### src/rtl/plp_pkg.sv
// shared types, character codes and result codes for the partition line parser
package plp_pkg;

    typedef enum logic [3:0] {
        PH_LEAD,
        PH_MODEL,
        PH_BEFORE_COMMA,
        PH_AFTER_COMMA,
        PH_PNAME,
        PH_BEFORE_EQ,
        PH_AFTER_EQ,
        PH_RANGE_START,
        PH_BEGIN,
        PH_BEFORE_DASH,
        PH_AFTER_DASH,
        PH_END,
        PH_TRAIL,
        PH_DONE
    } phase_t;

    localparam logic [2:0] KIND_MODEL_CHAR = 3'd0;
    localparam logic [2:0] KIND_PNAME_CHAR = 3'd1;
    localparam logic [2:0] KIND_RANGE      = 3'd2;
    localparam logic [2:0] KIND_ACCEPT     = 3'd3;
    localparam logic [2:0] KIND_ERROR      = 3'd4;

    localparam logic [2:0] ERR_NO_COMMA  = 3'd0;
    localparam logic [2:0] ERR_NO_EQUALS = 3'd1;
    localparam logic [2:0] ERR_NO_DASH   = 3'd2;
    localparam logic [2:0] ERR_NO_DIGITS = 3'd3;
    localparam logic [2:0] ERR_END_BELOW = 3'd4;
    localparam logic [2:0] ERR_NO_MODEL  = 3'd5;
    localparam logic [2:0] ERR_OVERFLOW  = 3'd6;

    localparam logic [7:0] CH_COMMA      = 8'h2C;
    localparam logic [7:0] CH_EQUALS     = 8'h3D;
    localparam logic [7:0] CH_DASH       = 8'h2D;
    localparam logic [7:0] CH_UNDERSCORE = 8'h5F;
    localparam logic [7:0] CH_SPACE      = 8'h20;
    localparam logic [7:0] CH_TAB        = 8'h09;
    localparam logic [7:0] CH_CR         = 8'h0D;
    localparam logic [7:0] CH_ZERO       = 8'h30;
    localparam logic [7:0] CH_NINE       = 8'h39;
    localparam logic [7:0] CH_UPPER_A    = 8'h41;
    localparam logic [7:0] CH_UPPER_Z    = 8'h5A;
    localparam logic [7:0] CH_LOWER_A    = 8'h61;
    localparam logic [7:0] CH_LOWER_Z    = 8'h7A;

    typedef struct packed {
        logic [2:0]  kind;
        logic [7:0]  name_char;
        logic [31:0] range_begin;
        logic [31:0] range_end;
        logic [2:0]  error_code;
        logic        last_of_run;
    } result_t;

    // results produced by one accepted beat, oldest in first
    typedef struct packed {
        logic [1:0] count;
        result_t    first;
        result_t    second;
    } push_t;

    typedef struct packed {
        logic [2:0] level;
    } queue_status_t;

    function automatic result_t make_result(
        input logic [2:0]  kind,
        input logic [7:0]  chr,
        input logic [31:0] rb,
        input logic [31:0] re,
        input logic [2:0]  err
    );
        result_t r;
        r.kind        = kind;
        r.name_char   = chr;
        r.range_begin = rb;
        r.range_end   = re;
        r.error_code  = err;
        r.last_of_run = 1'b0;
        return r;
    endfunction

endpackage

### src/rtl/plp_core.sv
// parser state machine and decimal accumulator, one character per beat
module plp_core #(
    parameter int NUMBER_WIDTH = 32
) (
    input  logic             clk,
    input  logic             rst_n,
    input  logic             accept,
    input  logic [7:0]       ch,
    input  logic             line_end,
    output plp_pkg::push_t   push
);
    import plp_pkg::*;

    localparam int NW = NUMBER_WIDTH;
    localparam int WX = (NUMBER_WIDTH > 32) ? NUMBER_WIDTH : 32;

    phase_t          phase_reg, phase_next, phase_mid;
    logic            model_seen_reg, model_seen_next;
    logic [NW-1:0]   begin_reg, begin_next, begin_mid;
    logic [NW-1:0]   acc_reg, acc_next;
    logic            ovf_reg, ovf_next;

    logic [7:0]      c;
    logic            is_dig, is_sp, is_aln;
    logic [3:0]      digit;
    logic [NW+3:0]   acc_ext, acc_sum;
    logic            sum_ovf;
    logic            close_begin, close_end, end_below;
    logic            pre_fail, pre_range, active;
    logic [2:0]      pre_err;
    logic [WX-1:0]   begin_wide, acc_wide;

    logic            main_valid;
    result_t         main_res, range_res, fail_res;

    // character classes and the number-closing step that precedes the main step
    always_comb
    begin
        c      = line_end ? 8'h00 : ch;
        is_dig = (c >= CH_ZERO) && (c <= CH_NINE);
        is_sp  = (c == CH_SPACE) || ((c >= CH_TAB) && (c <= CH_CR));
        is_aln = is_dig || ((c >= CH_LOWER_A) && (c <= CH_LOWER_Z))
                 || ((c >= CH_UPPER_A) && (c <= CH_UPPER_Z));
        digit  = c[3:0];

        // acc*10 + d never exceeds 16*2^NW, so four extra bits catch overflow
        acc_ext = (NW+4)'(acc_reg);
        acc_sum = (acc_ext << 3) + (acc_ext << 1) + (NW+4)'(digit);
        sum_ovf = (acc_sum[NW+3:NW] != 4'd0);

        close_begin = (phase_reg == PH_BEGIN) && !is_dig;
        close_end   = (phase_reg == PH_END) && !is_dig;
        end_below   = acc_reg < begin_reg;

        pre_fail  = 1'b0;
        pre_err   = ERR_OVERFLOW;
        pre_range = 1'b0;
        phase_mid = phase_reg;
        begin_mid = begin_reg;
        if ((close_begin || close_end) && ovf_reg)
        begin
            pre_fail = 1'b1;
        end
        else if (close_end && end_below)
        begin
            pre_fail = 1'b1;
            pre_err  = ERR_END_BELOW;
        end
        else if (close_end)
        begin
            pre_range = 1'b1;
            phase_mid = PH_TRAIL;
        end
        else if (close_begin)
        begin
            begin_mid = acc_reg;
            phase_mid = PH_BEFORE_DASH;
        end
        active = (phase_reg != PH_DONE) && !pre_fail;

        begin_wide = WX'(begin_reg);
        acc_wide   = WX'(acc_reg);
    end

    // next state
    always_comb
    begin
        phase_next      = phase_mid;
        model_seen_next = model_seen_reg;
        begin_next      = begin_mid;
        acc_next        = acc_reg;
        ovf_next        = ovf_reg;

        if (pre_fail)
        begin
            phase_next = PH_DONE;
        end
        else if (active)
        begin
            case (phase_mid)
                PH_LEAD, PH_MODEL, PH_BEFORE_COMMA:
                begin
                    if (phase_mid != PH_BEFORE_COMMA && is_aln)
                    begin
                        model_seen_next = 1'b1;
                        phase_next      = PH_MODEL;
                    end
                    else if (is_sp)
                    begin
                        if (phase_mid == PH_MODEL)
                            phase_next = PH_BEFORE_COMMA;
                    end
                    else if (c == CH_COMMA)
                        phase_next = PH_AFTER_COMMA;
                    else
                        phase_next = PH_DONE;
                end
                PH_AFTER_COMMA, PH_PNAME, PH_BEFORE_EQ:
                begin
                    if (phase_mid != PH_BEFORE_EQ && (is_aln || c == CH_UNDERSCORE))
                        phase_next = PH_PNAME;
                    else if (is_sp)
                    begin
                        if (phase_mid == PH_PNAME)
                            phase_next = PH_BEFORE_EQ;
                    end
                    else if (c == CH_EQUALS)
                        phase_next = PH_AFTER_EQ;
                    else
                        phase_next = PH_DONE;
                end
                PH_AFTER_EQ, PH_RANGE_START, PH_AFTER_DASH:
                begin
                    if (is_sp)
                        phase_next = phase_mid;
                    else if (phase_mid == PH_AFTER_EQ && c == CH_COMMA)
                        phase_next = PH_RANGE_START;
                    else if (is_dig)
                    begin
                        phase_next = (phase_mid == PH_AFTER_DASH) ? PH_END : PH_BEGIN;
                        acc_next   = NW'(digit);
                        ovf_next   = 1'b0;
                    end
                    else
                        phase_next = PH_DONE;
                end
                PH_BEGIN, PH_END:
                begin
                    if (!ovf_reg)
                    begin
                        if (sum_ovf)
                            ovf_next = 1'b1;
                        else
                            acc_next = acc_sum[NW-1:0];
                    end
                end
                PH_BEFORE_DASH:
                begin
                    if (c == CH_DASH)
                        phase_next = PH_AFTER_DASH;
                    else if (!is_sp)
                        phase_next = PH_DONE;
                end
                PH_TRAIL:
                begin
                    if (c == CH_COMMA)
                        phase_next = PH_RANGE_START;
                    else if (!is_sp)
                        phase_next = PH_DONE;
                end
                default:
                begin
                    phase_next = phase_mid;
                end
            endcase
        end

        // line end rearms the parser after its character has been handled
        if (line_end)
        begin
            phase_next      = PH_LEAD;
            model_seen_next = 1'b0;
            begin_next      = '0;
            acc_next        = '0;
            ovf_next        = 1'b0;
        end
    end

    // results
    always_comb
    begin
        main_valid = 1'b0;
        main_res   = make_result(KIND_ERROR, 8'h00, 32'd0, 32'd0, ERR_NO_COMMA);
        range_res  = make_result(KIND_RANGE, 8'h00, begin_wide[31:0], acc_wide[31:0],
                                 ERR_NO_COMMA);
        fail_res   = make_result(KIND_ERROR, 8'h00, 32'd0, 32'd0, pre_err);

        if (active)
        begin
            case (phase_mid)
                PH_LEAD, PH_MODEL, PH_BEFORE_COMMA:
                begin
                    if (phase_mid != PH_BEFORE_COMMA && is_aln)
                    begin
                        main_valid = 1'b1;
                        main_res   = make_result(KIND_MODEL_CHAR, c, 32'd0, 32'd0,
                                                 ERR_NO_COMMA);
                    end
                    else if (!is_sp && c != CH_COMMA)
                    begin
                        main_valid = 1'b1;
                        main_res.error_code = ERR_NO_COMMA;
                    end
                end
                PH_AFTER_COMMA, PH_PNAME, PH_BEFORE_EQ:
                begin
                    if (phase_mid != PH_BEFORE_EQ && (is_aln || c == CH_UNDERSCORE))
                    begin
                        main_valid = 1'b1;
                        main_res   = make_result(KIND_PNAME_CHAR, c, 32'd0, 32'd0,
                                                 ERR_NO_COMMA);
                    end
                    else if (!is_sp && c != CH_EQUALS)
                    begin
                        main_valid = 1'b1;
                        main_res.error_code = ERR_NO_EQUALS;
                    end
                end
                PH_AFTER_EQ, PH_RANGE_START, PH_AFTER_DASH:
                begin
                    if (!is_sp && !is_dig && !(phase_mid == PH_AFTER_EQ && c == CH_COMMA))
                    begin
                        main_valid = 1'b1;
                        main_res.error_code = ERR_NO_DIGITS;
                    end
                end
                PH_BEFORE_DASH:
                begin
                    if (!is_sp && c != CH_DASH)
                    begin
                        main_valid = 1'b1;
                        main_res.error_code = ERR_NO_DASH;
                    end
                end
                PH_TRAIL:
                begin
                    if (!is_sp && c != CH_COMMA)
                    begin
                        main_valid = 1'b1;
                        if (model_seen_reg)
                            main_res.kind = KIND_ACCEPT;
                        else
                            main_res.error_code = ERR_NO_MODEL;
                    end
                end
                default:
                begin
                    main_valid = 1'b0;
                end
            endcase
        end

        push.count  = 2'd0;
        push.first  = main_res;
        push.second = main_res;
        if (accept)
        begin
            if (pre_fail)
            begin
                push.count = 2'd1;
                push.first = fail_res;
            end
            else if (pre_range && main_valid)
            begin
                push.count = 2'd2;
                push.first = range_res;
            end
            else if (pre_range)
            begin
                push.count = 2'd1;
                push.first = range_res;
            end
            else if (main_valid)
                push.count = 2'd1;
        end
        push.first.last_of_run  = (push.count == 2'd1);
        push.second.last_of_run = 1'b1;
    end

    always_ff @(posedge clk or negedge rst_n)
    begin
        if (!rst_n)
        begin
            phase_reg      <= PH_LEAD;
            model_seen_reg <= 1'b0;
            begin_reg      <= '0;
            acc_reg        <= '0;
            ovf_reg        <= 1'b0;
        end
        else if (accept)
        begin
            phase_reg      <= phase_next;
            model_seen_reg <= model_seen_next;
            begin_reg      <= begin_next;
            acc_reg        <= acc_next;
            ovf_reg        <= ovf_next;
        end
    end

endmodule

### src/rtl/plp_queue.sv
// four-entry result queue, takes up to two results per beat and gives one
module plp_queue (
    input  logic                   clk,
    input  logic                   rst_n,
    input  plp_pkg::push_t         push,
    input  logic                   pop,
    output plp_pkg::result_t       head,
    output logic                   head_valid,
    output logic                   room,
    output plp_pkg::queue_status_t status
);
    import plp_pkg::*;

    result_t     entry_reg [4];
    logic [1:0]  wr_ptr_reg, wr_ptr_next;
    logic [1:0]  rd_ptr_reg, rd_ptr_next;
    logic [2:0]  level_reg, level_next;
    logic        do_pop;

    always_comb
    begin
        do_pop      = pop && (level_reg != 3'd0);
        wr_ptr_next = wr_ptr_reg + push.count;
        rd_ptr_next = rd_ptr_reg + 2'(do_pop);
        level_next  = level_reg + 3'(push.count) - 3'(do_pop);
    end

    assign head         = entry_reg[rd_ptr_reg];
    assign head_valid   = (level_reg != 3'd0);
    assign room         = (level_reg <= 3'd2);
    assign status.level = level_reg;

    always_ff @(posedge clk)
    begin
        if (push.count != 2'd0)
            entry_reg[wr_ptr_reg] <= push.first;
        if (push.count == 2'd2)
            entry_reg[wr_ptr_reg + 2'd1] <= push.second;
    end

    always_ff @(posedge clk or negedge rst_n)
    begin
        if (!rst_n)
        begin
            wr_ptr_reg <= 2'd0;
            rd_ptr_reg <= 2'd0;
            level_reg  <= 3'd0;
        end
        else
        begin
            wr_ptr_reg <= wr_ptr_next;
            rd_ptr_reg <= rd_ptr_next;
            level_reg  <= level_next;
        end
    end

endmodule

### src/rtl/partition_line_parser.sv
// top level of the partition line parser: parser core plus result queue
//
// channel | direction | handshake            | payload
// in      | input     | in_valid / in_ready   | ch, line_end
// out     | output    | out_valid / out_ready | kind, name_char, range_begin, range_end,
//         |           |                       | error_code, last_of_run
//
// one character per cycle while in_ready is high; its results land in the queue at that clock
// edge and are popped after older results, one result beat per cycle while out_ready is high
// a beat can cause up to two results; in_ready drops when fewer than two queue slots are free
// rst_n clears the parser to the leading-space phase and empties the queue
module partition_line_parser #(
    parameter int NUMBER_WIDTH = 32
) (
    input  logic        clk,
    input  logic        rst_n,
    input  logic        in_valid,
    output logic        in_ready,
    input  logic [7:0]  ch,
    input  logic        line_end,
    output logic        out_valid,
    input  logic        out_ready,
    output logic [2:0]  kind,
    output logic [7:0]  name_char,
    output logic [31:0] range_begin,
    output logic [31:0] range_end,
    output logic [2:0]  error_code,
    output logic        last_of_run
);
    import plp_pkg::*;

    logic          accept;
    push_t         push;
    result_t       head;
    queue_status_t status;
    logic          room;

    assign in_ready = room;
    assign accept   = in_valid && room;

    plp_core #(
        .NUMBER_WIDTH(NUMBER_WIDTH)
    ) u_core (
        .clk      (clk),
        .rst_n    (rst_n),
        .accept   (accept),
        .ch       (ch),
        .line_end (line_end),
        .push     (push)
    );

    plp_queue u_queue (
        .clk        (clk),
        .rst_n      (rst_n),
        .push       (push),
        .pop        (out_ready),
        .head       (head),
        .head_valid (out_valid),
        .room       (room),
        .status     (status)
    );

    assign kind        = head.kind;
    assign name_char   = head.name_char;
    assign range_begin = head.range_begin;
    assign range_end   = head.range_end;
    assign error_code  = head.error_code;
    assign last_of_run = head.last_of_run;

`ifndef SYNTH
    a_level_bound: assert property (@(posedge clk) disable iff (!rst_n)
        status.level <= 3'd4)
        else $error("result queue level out of range");

    a_push_only_on_accept: assert property (@(posedge clk) disable iff (!rst_n)
        (push.count != 2'd0) |-> accept)
        else $error("results pushed without an accepted beat");

    a_pair_marks_last: assert property (@(posedge clk) disable iff (!rst_n)
        (push.count == 2'd2) |-> (!push.first.last_of_run && push.second.last_of_run
                                  && push.first.kind == KIND_RANGE))
        else $error("two-result beat misordered or mismarked");

    a_valid_matches_level: assert property (@(posedge clk) disable iff (!rst_n)
        out_valid == (status.level != 3'd0))
        else $error("out_valid disagrees with queue level");

    a_level_tracks: assert property (@(posedge clk) disable iff (!rst_n)
        (accept && push.count == 2'd2 && !(out_valid && out_ready))
        |=> status.level == $past(status.level) + 3'd2)
        else $error("queue level did not grow by two");
`endif

endmodule
### config.mk
export PLATFORM = sky130hd
export DESIGN_NAME = partition_line_parser
export DESIGN_NICKNAME = d
export VERILOG_FILES = /design/src/rtl/plp_pkg.sv /design/src/rtl/plp_core.sv /design/src/rtl/plp_queue.sv /design/src/rtl/partition_line_parser.sv
export SDC_FILE = /design/constraint.sdc
export NUM_CORES = 1
export LEC_CHECK = 0
export BUFFER_PORTS_ARGS = -buffer_cell sky130_fd_sc_hd__buf_2
export CAP_MARGIN = 20
export CORE_MARGIN = 2
export CORE_UTILIZATION = 55
export DETAILED_ROUTE_END_ITERATION = 10
export PLACE_DENSITY = 0.76
export SETUP_SLACK_MARGIN = 0.1
export SLEW_MARGIN = 20
export SYNTH_ARGS = -nofsm -noshare
export SYNTH_HDL_FRONTEND = slang
export SYNTH_SLANG_ARGS = --single-unit
export TNS_END_PERCENT = 20
### constraint.sdc
create_clock -name clk -period 6.75 [get_ports clk]
set_input_delay 0.3375 -clock clk [delete_from_list [all_inputs] [get_ports clk]]
set_output_delay 0.3375 -clock clk [all_outputs]
set_load 0.05 [all_outputs]
-- Word level (Yosys, flattened, before mapping)
Memories as Yosys holds them, arrays and structs flattened.
Index checks and enable logic that the tools add are counted.
- flip-flop bits (word level): 77
- latch bits: 0
- RAM bits: 316
- ROM bits: 0
- bits of input ports: 13
- output and inout port bits: 81
- logic and storage cells: 199
- memories kept: 1
- memories (memory ; words ; width ; read ports ; clocked after Yosys merged registers in ; write ports ; RTL line ; text):
    u_queue.entry_reg ; 4 ; 79 ; 1 ; 0 ; 2 ; plp_queue.sv:14 ; result_t entry_reg [4];
- $add $sub $neg: 7
- $mul: 0
- divide/modulo/power cells: 0
- $lt $le $gt $ge: 10
- eq/ne operators: 36
- shifts and indexed selects: 0
- multiplexer cells: 91
- bitwise gates (word level): 0
- reduce and logical (&&, ||, !) cells: 46
- operator list (operator ; number):
    32-bit 2-to-1 mux ; 13
    81-bit 2-to-1 mux ; 3
    79-bit 2-to-1 mux ; 2
    75-bit 2-to-1 mux ; 2
    72-bit case mux with 2 select lines ; 1
    4-bit 2-to-1 mux ; 21
    32-bit case mux with 2 select lines ; 1
    35-bit by 33-bit adder with 36-bit output ; 1
    36-bit by 4-bit adder with 36-bit output ; 1
    8-bit by 6-bit == test with 1-bit output (second input constant) ; 4
    32-bit < comparator ; 1
    1-bit 2-to-1 mux ; 31
    4-bit == test (second input constant) ; 7
    8-bit by 6-bit != test with 1-bit output (second input constant) ; 3
    1-bit logical AND ; 20
    4-bit case mux with 5 select lines ; 1
    3-bit 2-to-1 mux ; 6
    4-bit by 3-bit == test with 1-bit output (second input constant) ; 4
    8-bit by 7-bit >= comparator with 1-bit output (second input constant) ; 2
    8-bit by 7-bit <= comparator with 1-bit output (second input constant) ; 2
    3-bit != test (second input constant) ; 4
    3-bit case mux with 4 select lines ; 1
    2-bit 2-to-1 mux ; 5
    5-bit AND reduction ; 2
    other kinds (34) ; 52

-- Depth between registers and ports, before layout
- word-level depth: 24
- mapped depth: 21
- depth with buffers taken out: 18

-- Hierarchy
From an unflattened synthesis, not the netlist that was laid out.
- cell total of the unflattened synthesis: 1688
- area total of the unflattened synthesis: 23014.6 µm²
- by module, submodules not included (module ; instances ; cells an instance ; area an instance (µm²) ; sequential area each (µm²)):
    plp_queue ; 1 ; 805 ; 15547.4 ; 9664.3
    plp_core ; 1 ; 882 ; 7460.9 ; 1751.7
    partition_line_parser ; 1 ; 1 ; 6.3 ; 0.0

-- Least setup slack after synthesis
Ideal clock, no wire load.
- path kind: flip-flop to flip-flop
- start point: register u_core.acc_reg[1]
- end point: memory u_queue.entry_reg[3][1] (netlist bit), enable pin
- setup time: 354 ps
- data arrival time: 4374 ps
- required time: 6396 ps
- setup slack: 2022 ps
- stages on the path, launching flop included: 20
- period minus slack after synthesis: 4728 ps
- cells stage by stage: dfrtp_1 -> ha_1 -> nand2_1 -> o21ai_1 -> a41oi_2 -> o41ai_4 -> a21oi_1 -> nor3_2 -> buf_2 -> a211oi_1 -> a2bb2oi_1 -> a31oi_1 -> ha_1 -> clkbuf_1 -> nand2_1 -> or4_4 -> and2_4 -> buf_6 -> buf_6 -> inv_1
- RTL lines (what ; RTL line ; text):
    start: declaration ; plp_core.sv:20 ; logic [NW-1:0] acc_reg, acc_next;
    start signal: assignment ; plp_core.sv:305 ; acc_reg <= acc_next;
    end: declaration ; plp_queue.sv:14 ;

==> impl_metrics.env <==
export IMPL_clockBufferDepth=3
export IMPL_die_width_um=192
export IMPL_rows=68
export IMPL_portBuffers=93
export IMPL_switching_share=0.365
export IMPL_cts_clk_slew_worst_paths_ns=0.06
export IMPL_yosys_area_top_type="dfxtp_1"
export IMPL_grt_pass1_wl_um=82500
export IMPL_drt_iter0_drc=1646
export IMPL_htreeDepth=2
export IMPL_fp_dieH_um=192
export IMPL_dr_pass1_iters=6
export IMPL_cts_buffers=40
export IMPL_totalWireLength_um=52600
export IMPL_antenna_cells=0
export IMPL_grt_overflow=0
export IMPL_p_leak_nw=8.64
export IMPL_startpoint="u_core.begin_reg[5]"
export IMPL_routedWlPerCell_um=23.2
export IMPL_rsz0062_at_grt="false"
export IMPL_crit_arrival_ns=5.67
export IMPL_vias_per_cell=6.78
export IMPL_finalSetupViolCount=0
export IMPL_combPwrFrac=0.298
export IMPL_nets=1895
export IMPL_rr_startpoint="u_core.begin_reg[5]"
export IMPL_tritoncts="done"
export IMPL_synth_edf_count=56
export IMPL_remaining_drc_errors=0
export IMPL_synth_top_area_frac=0.268
export IMPL_drive_above_1_share=0.173
export IMPL_period_share=0.812
export IMPL_internal_power_w=0.00446
export IMPL_startpoint_type="register"
export IMPL_routed_via_count=15400
export IMPL_cp_slowest_stage_delay_ns=0.72
export IMPL_cts_setup_buffers=0
export IMPL_die_area_um2=36800
export IMPL_power_share_sequential=0.396
export IMPL_core_area_um2=34600
export IMPL_status="complete, no violations"
export IMPL_grt_pass1_vias=14800
export IMPL_p_total_w=0.00703
export IMPL_hp_class="in2async"
export IMPL_hold_viol=0
export IMPL_drv_slew=0
export IMPL_ys_warn_count=0
export IMPL_largest_register_ffs=316
export IMPL_grt_use_total=0.286
export IMPL_ir_worst_vdd_mv=0.274
export IMPL_synth_cell_types=83
export IMPL_antenna_found_initial=0
export IMPL_critical_path_class="reg2reg"
export IMPL_start_util=0.561
export IMPL_crit_chain="inv_1 -> ha_1 -> a21oi_1 -> o21ai_0 -> a41oi_2 -> o41ai_4 -> a21oi_1 -> nor3_2 -> buf_4 -> a211oi_1 -> a2bb2oi_1 -> a31oi_1 -> ha_1 -> nor4_2 -> or3_1 -> and2_4 -> inv_1"
export IMPL_relSlewSlack=0.304
export IMPL_critPathRequiredTime_ns=6.94
export IMPL_syn_to_final_growth_pct=9.96
export IMPL_r2r_cells=17
export IMPL_synth_seq_cells=393
export IMPL_layout_setup_ws_ns=1.27
export IMPL_endpoint_kind="register"
export IMPL_synth_ff_type="dfxtp_1"
export IMPL_skew_ns=0.0228
export IMPL_fmax_ghz=0.182
export IMPL_crit_path_top_delay_cell="nor4_2"
export IMPL_ios=94
export IMPL_detail_route_antenna_nets=0
export IMPL_syn_avg_cell_area_um2=11.1
export IMPL_power_density_nw_per_um2=329
export IMPL_tightestPinTransition_ns=1.04
export IMPL_power_switching_w=0.00257
export IMPL_max_cap_violations=0
export IMPL_async_reset_ff_frac=0.196
export IMPL_n_fill_cell=2698
export IMPL_netlist_area_um2=19400
export IMPL_dp_final_hpwl_um=33500
export IMPL_syn_inst=1756
export IMPL_period_needed_ns=5.48
export IMPL_globalplace_congestion=0.931
export IMPL_yosysSeqAreaShare=0.454
export IMPL_clock_sinks=393
export IMPL_dp_slack_ns=1.38
export IMPL_p_clk_frac=0.307
export IMPL_critPathMaxFanout=37
export IMPL_grt_max_degree=77
export IMPL_fin_tns_setup_ns=0
export IMPL_post_cts_resized=0
export IMPL_cts_root_buffer="clkbuf_16"
export IMPL_ys_top_cells_by_area="dfxtp_1 (27%), dfrtp_1 (9.9%), a32o_1 (9.9%), mux4_2 (9.2%), edfxtp_1 (8.7%)"
export IMPL_clock_latency_ns=0.55
## what timing repair did
action,4_1_cts,5_1_grt
endpoints found under the setup margin,0,0
hold buffers,1,0
hold endpoints to repair,1,0
## metrics by stage
stage	instances	hold slack [ns]	cell area, um2	utilization
after global placement	2192	0.120	20100	0.579
final	2266	0.119	21400	0.617
after detailed placement	2192	0.121	20100	0.579
after floorplan	1759	0.0419	19400	-
after global routing	2266	0.117	21400	0.617
after CTS	2266	0.0945	21400	0.617
## kinds of logic after synthesis
logic type,count (synthesis),share of synthesized area
and+or+nand+nor,387,0.0970
DFF,393,0.454
other,1,0.000193
xor gates and xnor gates,35,0.0158
adders and majority gates,102,0.0668
AOI/OAI and AO/OA,538,0.221
buffers and inverters,215,0.0511
muxes,85,0.0949
## power by group through the flow
stage          sequential (W)  combinational [W]  clock [W]
2_1_floorplan         0.00261            0.00175          0
3_3_place_gp          0.00282            0.00206          0
3_5_place_dp          0.00282            0.00207          0
4_1_cts               0.00278            0.00208    0.00218
5_1_grt               0.00280            0.00225    0.00228
6_report              0.00278            0.00209    0.00216
## routing by layer
layer	global-route usage	vias up	routed length, um
li1	-	6881	-
met1	0.395	7697	21800
met2	0.458	694	25000
met3	0.0477	85	4420
met4	0.0973	0	1410
met5	0	-	0
## cells in the final DEF (no fill, tap or decap), types with 11 or more instances in the layout
| cell | Yosys | routed |
|---|---|---|
| dfrtp_1 | 77 | 75 |
| nor3_1 | 23 | 19 |
| nand2b_1 | 13 | 13 |
| nand2_1 | 118 | 118 |
| or3_1 | 12 | 11 |
| o211ai_1 | 15 | 15 |
| o21ai_0 | 30 | 30 |
| xnor2_1 | 21 | 21 |
| xor2_1 | 14 | 14 |
| buf_2 | 38 | 92 |
| a22o_1 | 64 | 64 |
| mux4_2 | 79 | 79 |
| a21o_1 | 17 | 17 |
| buf_4 | 1 | 32 |
| and2_1 | 12 | 11 |
| inv_1 | 66 | 66 |
| ha_1 | 99 | 99 |
| a21oi_1 | 129 | 129 |
| clkbuf_16 | 0 | 42 |
| a32o_1 | 192 | 192 |
| nand3_1 | 77 | 77 |
| dfxtp_1 | 260 | 260 |
| edfxtp_1 | 56 | 56 |
| nor2_1 | 75 | 75 |
## worst paths after layout
path,endpoint,slack [ns]
setup / recovery,u_queue.entry_reg[1][76],1.27
hold / removal,u_queue.rd_ptr_reg[0],0.12
setup reg to reg,u_queue.entry_reg[1][76],1.27
hold reg to reg,u_queue.entry_reg[0][28],0.45
max in group asynchronous,u_queue.rd_ptr_reg[1],5.72
min in group clk,u_queue.entry_reg[3][73],0.26
## area by class of cell
class / instances / area [um2] / area share
tap: 455 / 569 / 0.0266
timing repair buffer: 128 / 762 / 0.0357
clock inverter: 12 / 82.6 / 0.00387
sequential: 393 / 8820 / 0.413
multi-input combinational: 1151 / 9680 / 0.453
inverter: 66 / 248 / 0.0116
clock buffer: 61 / 1200 / 0.0563
## cell usage after synthesis (13+ instances only)
master / instances
a32o_1: 192
o211ai_1: 15
a21o_1: 17
xnor2_1: 21
mux4_2: 79
a21oi_1: 129
dfrtp_1: 77
buf_2: 38
buf_6: 18
o21ai_0: 30
nand2_1: 118
nor3_1: 23
clkbuf_1: 80
nor2_1: 75
a22o_1: 64
ha_1: 99
nand3_1: 77
inv_1: 66
nand2b_1: 13
dfxtp_1: 260
xor2_1: 14
edfxtp_1: 56
## critical path: cells and delay by family, from the launching register on
family | cells | cell delay [ns]
compound gates | 8 | 1.48
fa+ha+maj | 2 | 0.62
buf+inv | 3 | 0.78
flops | 1 | 0.51
simple gates | 4 | 1.70
(Power assumes the default switching activity.)
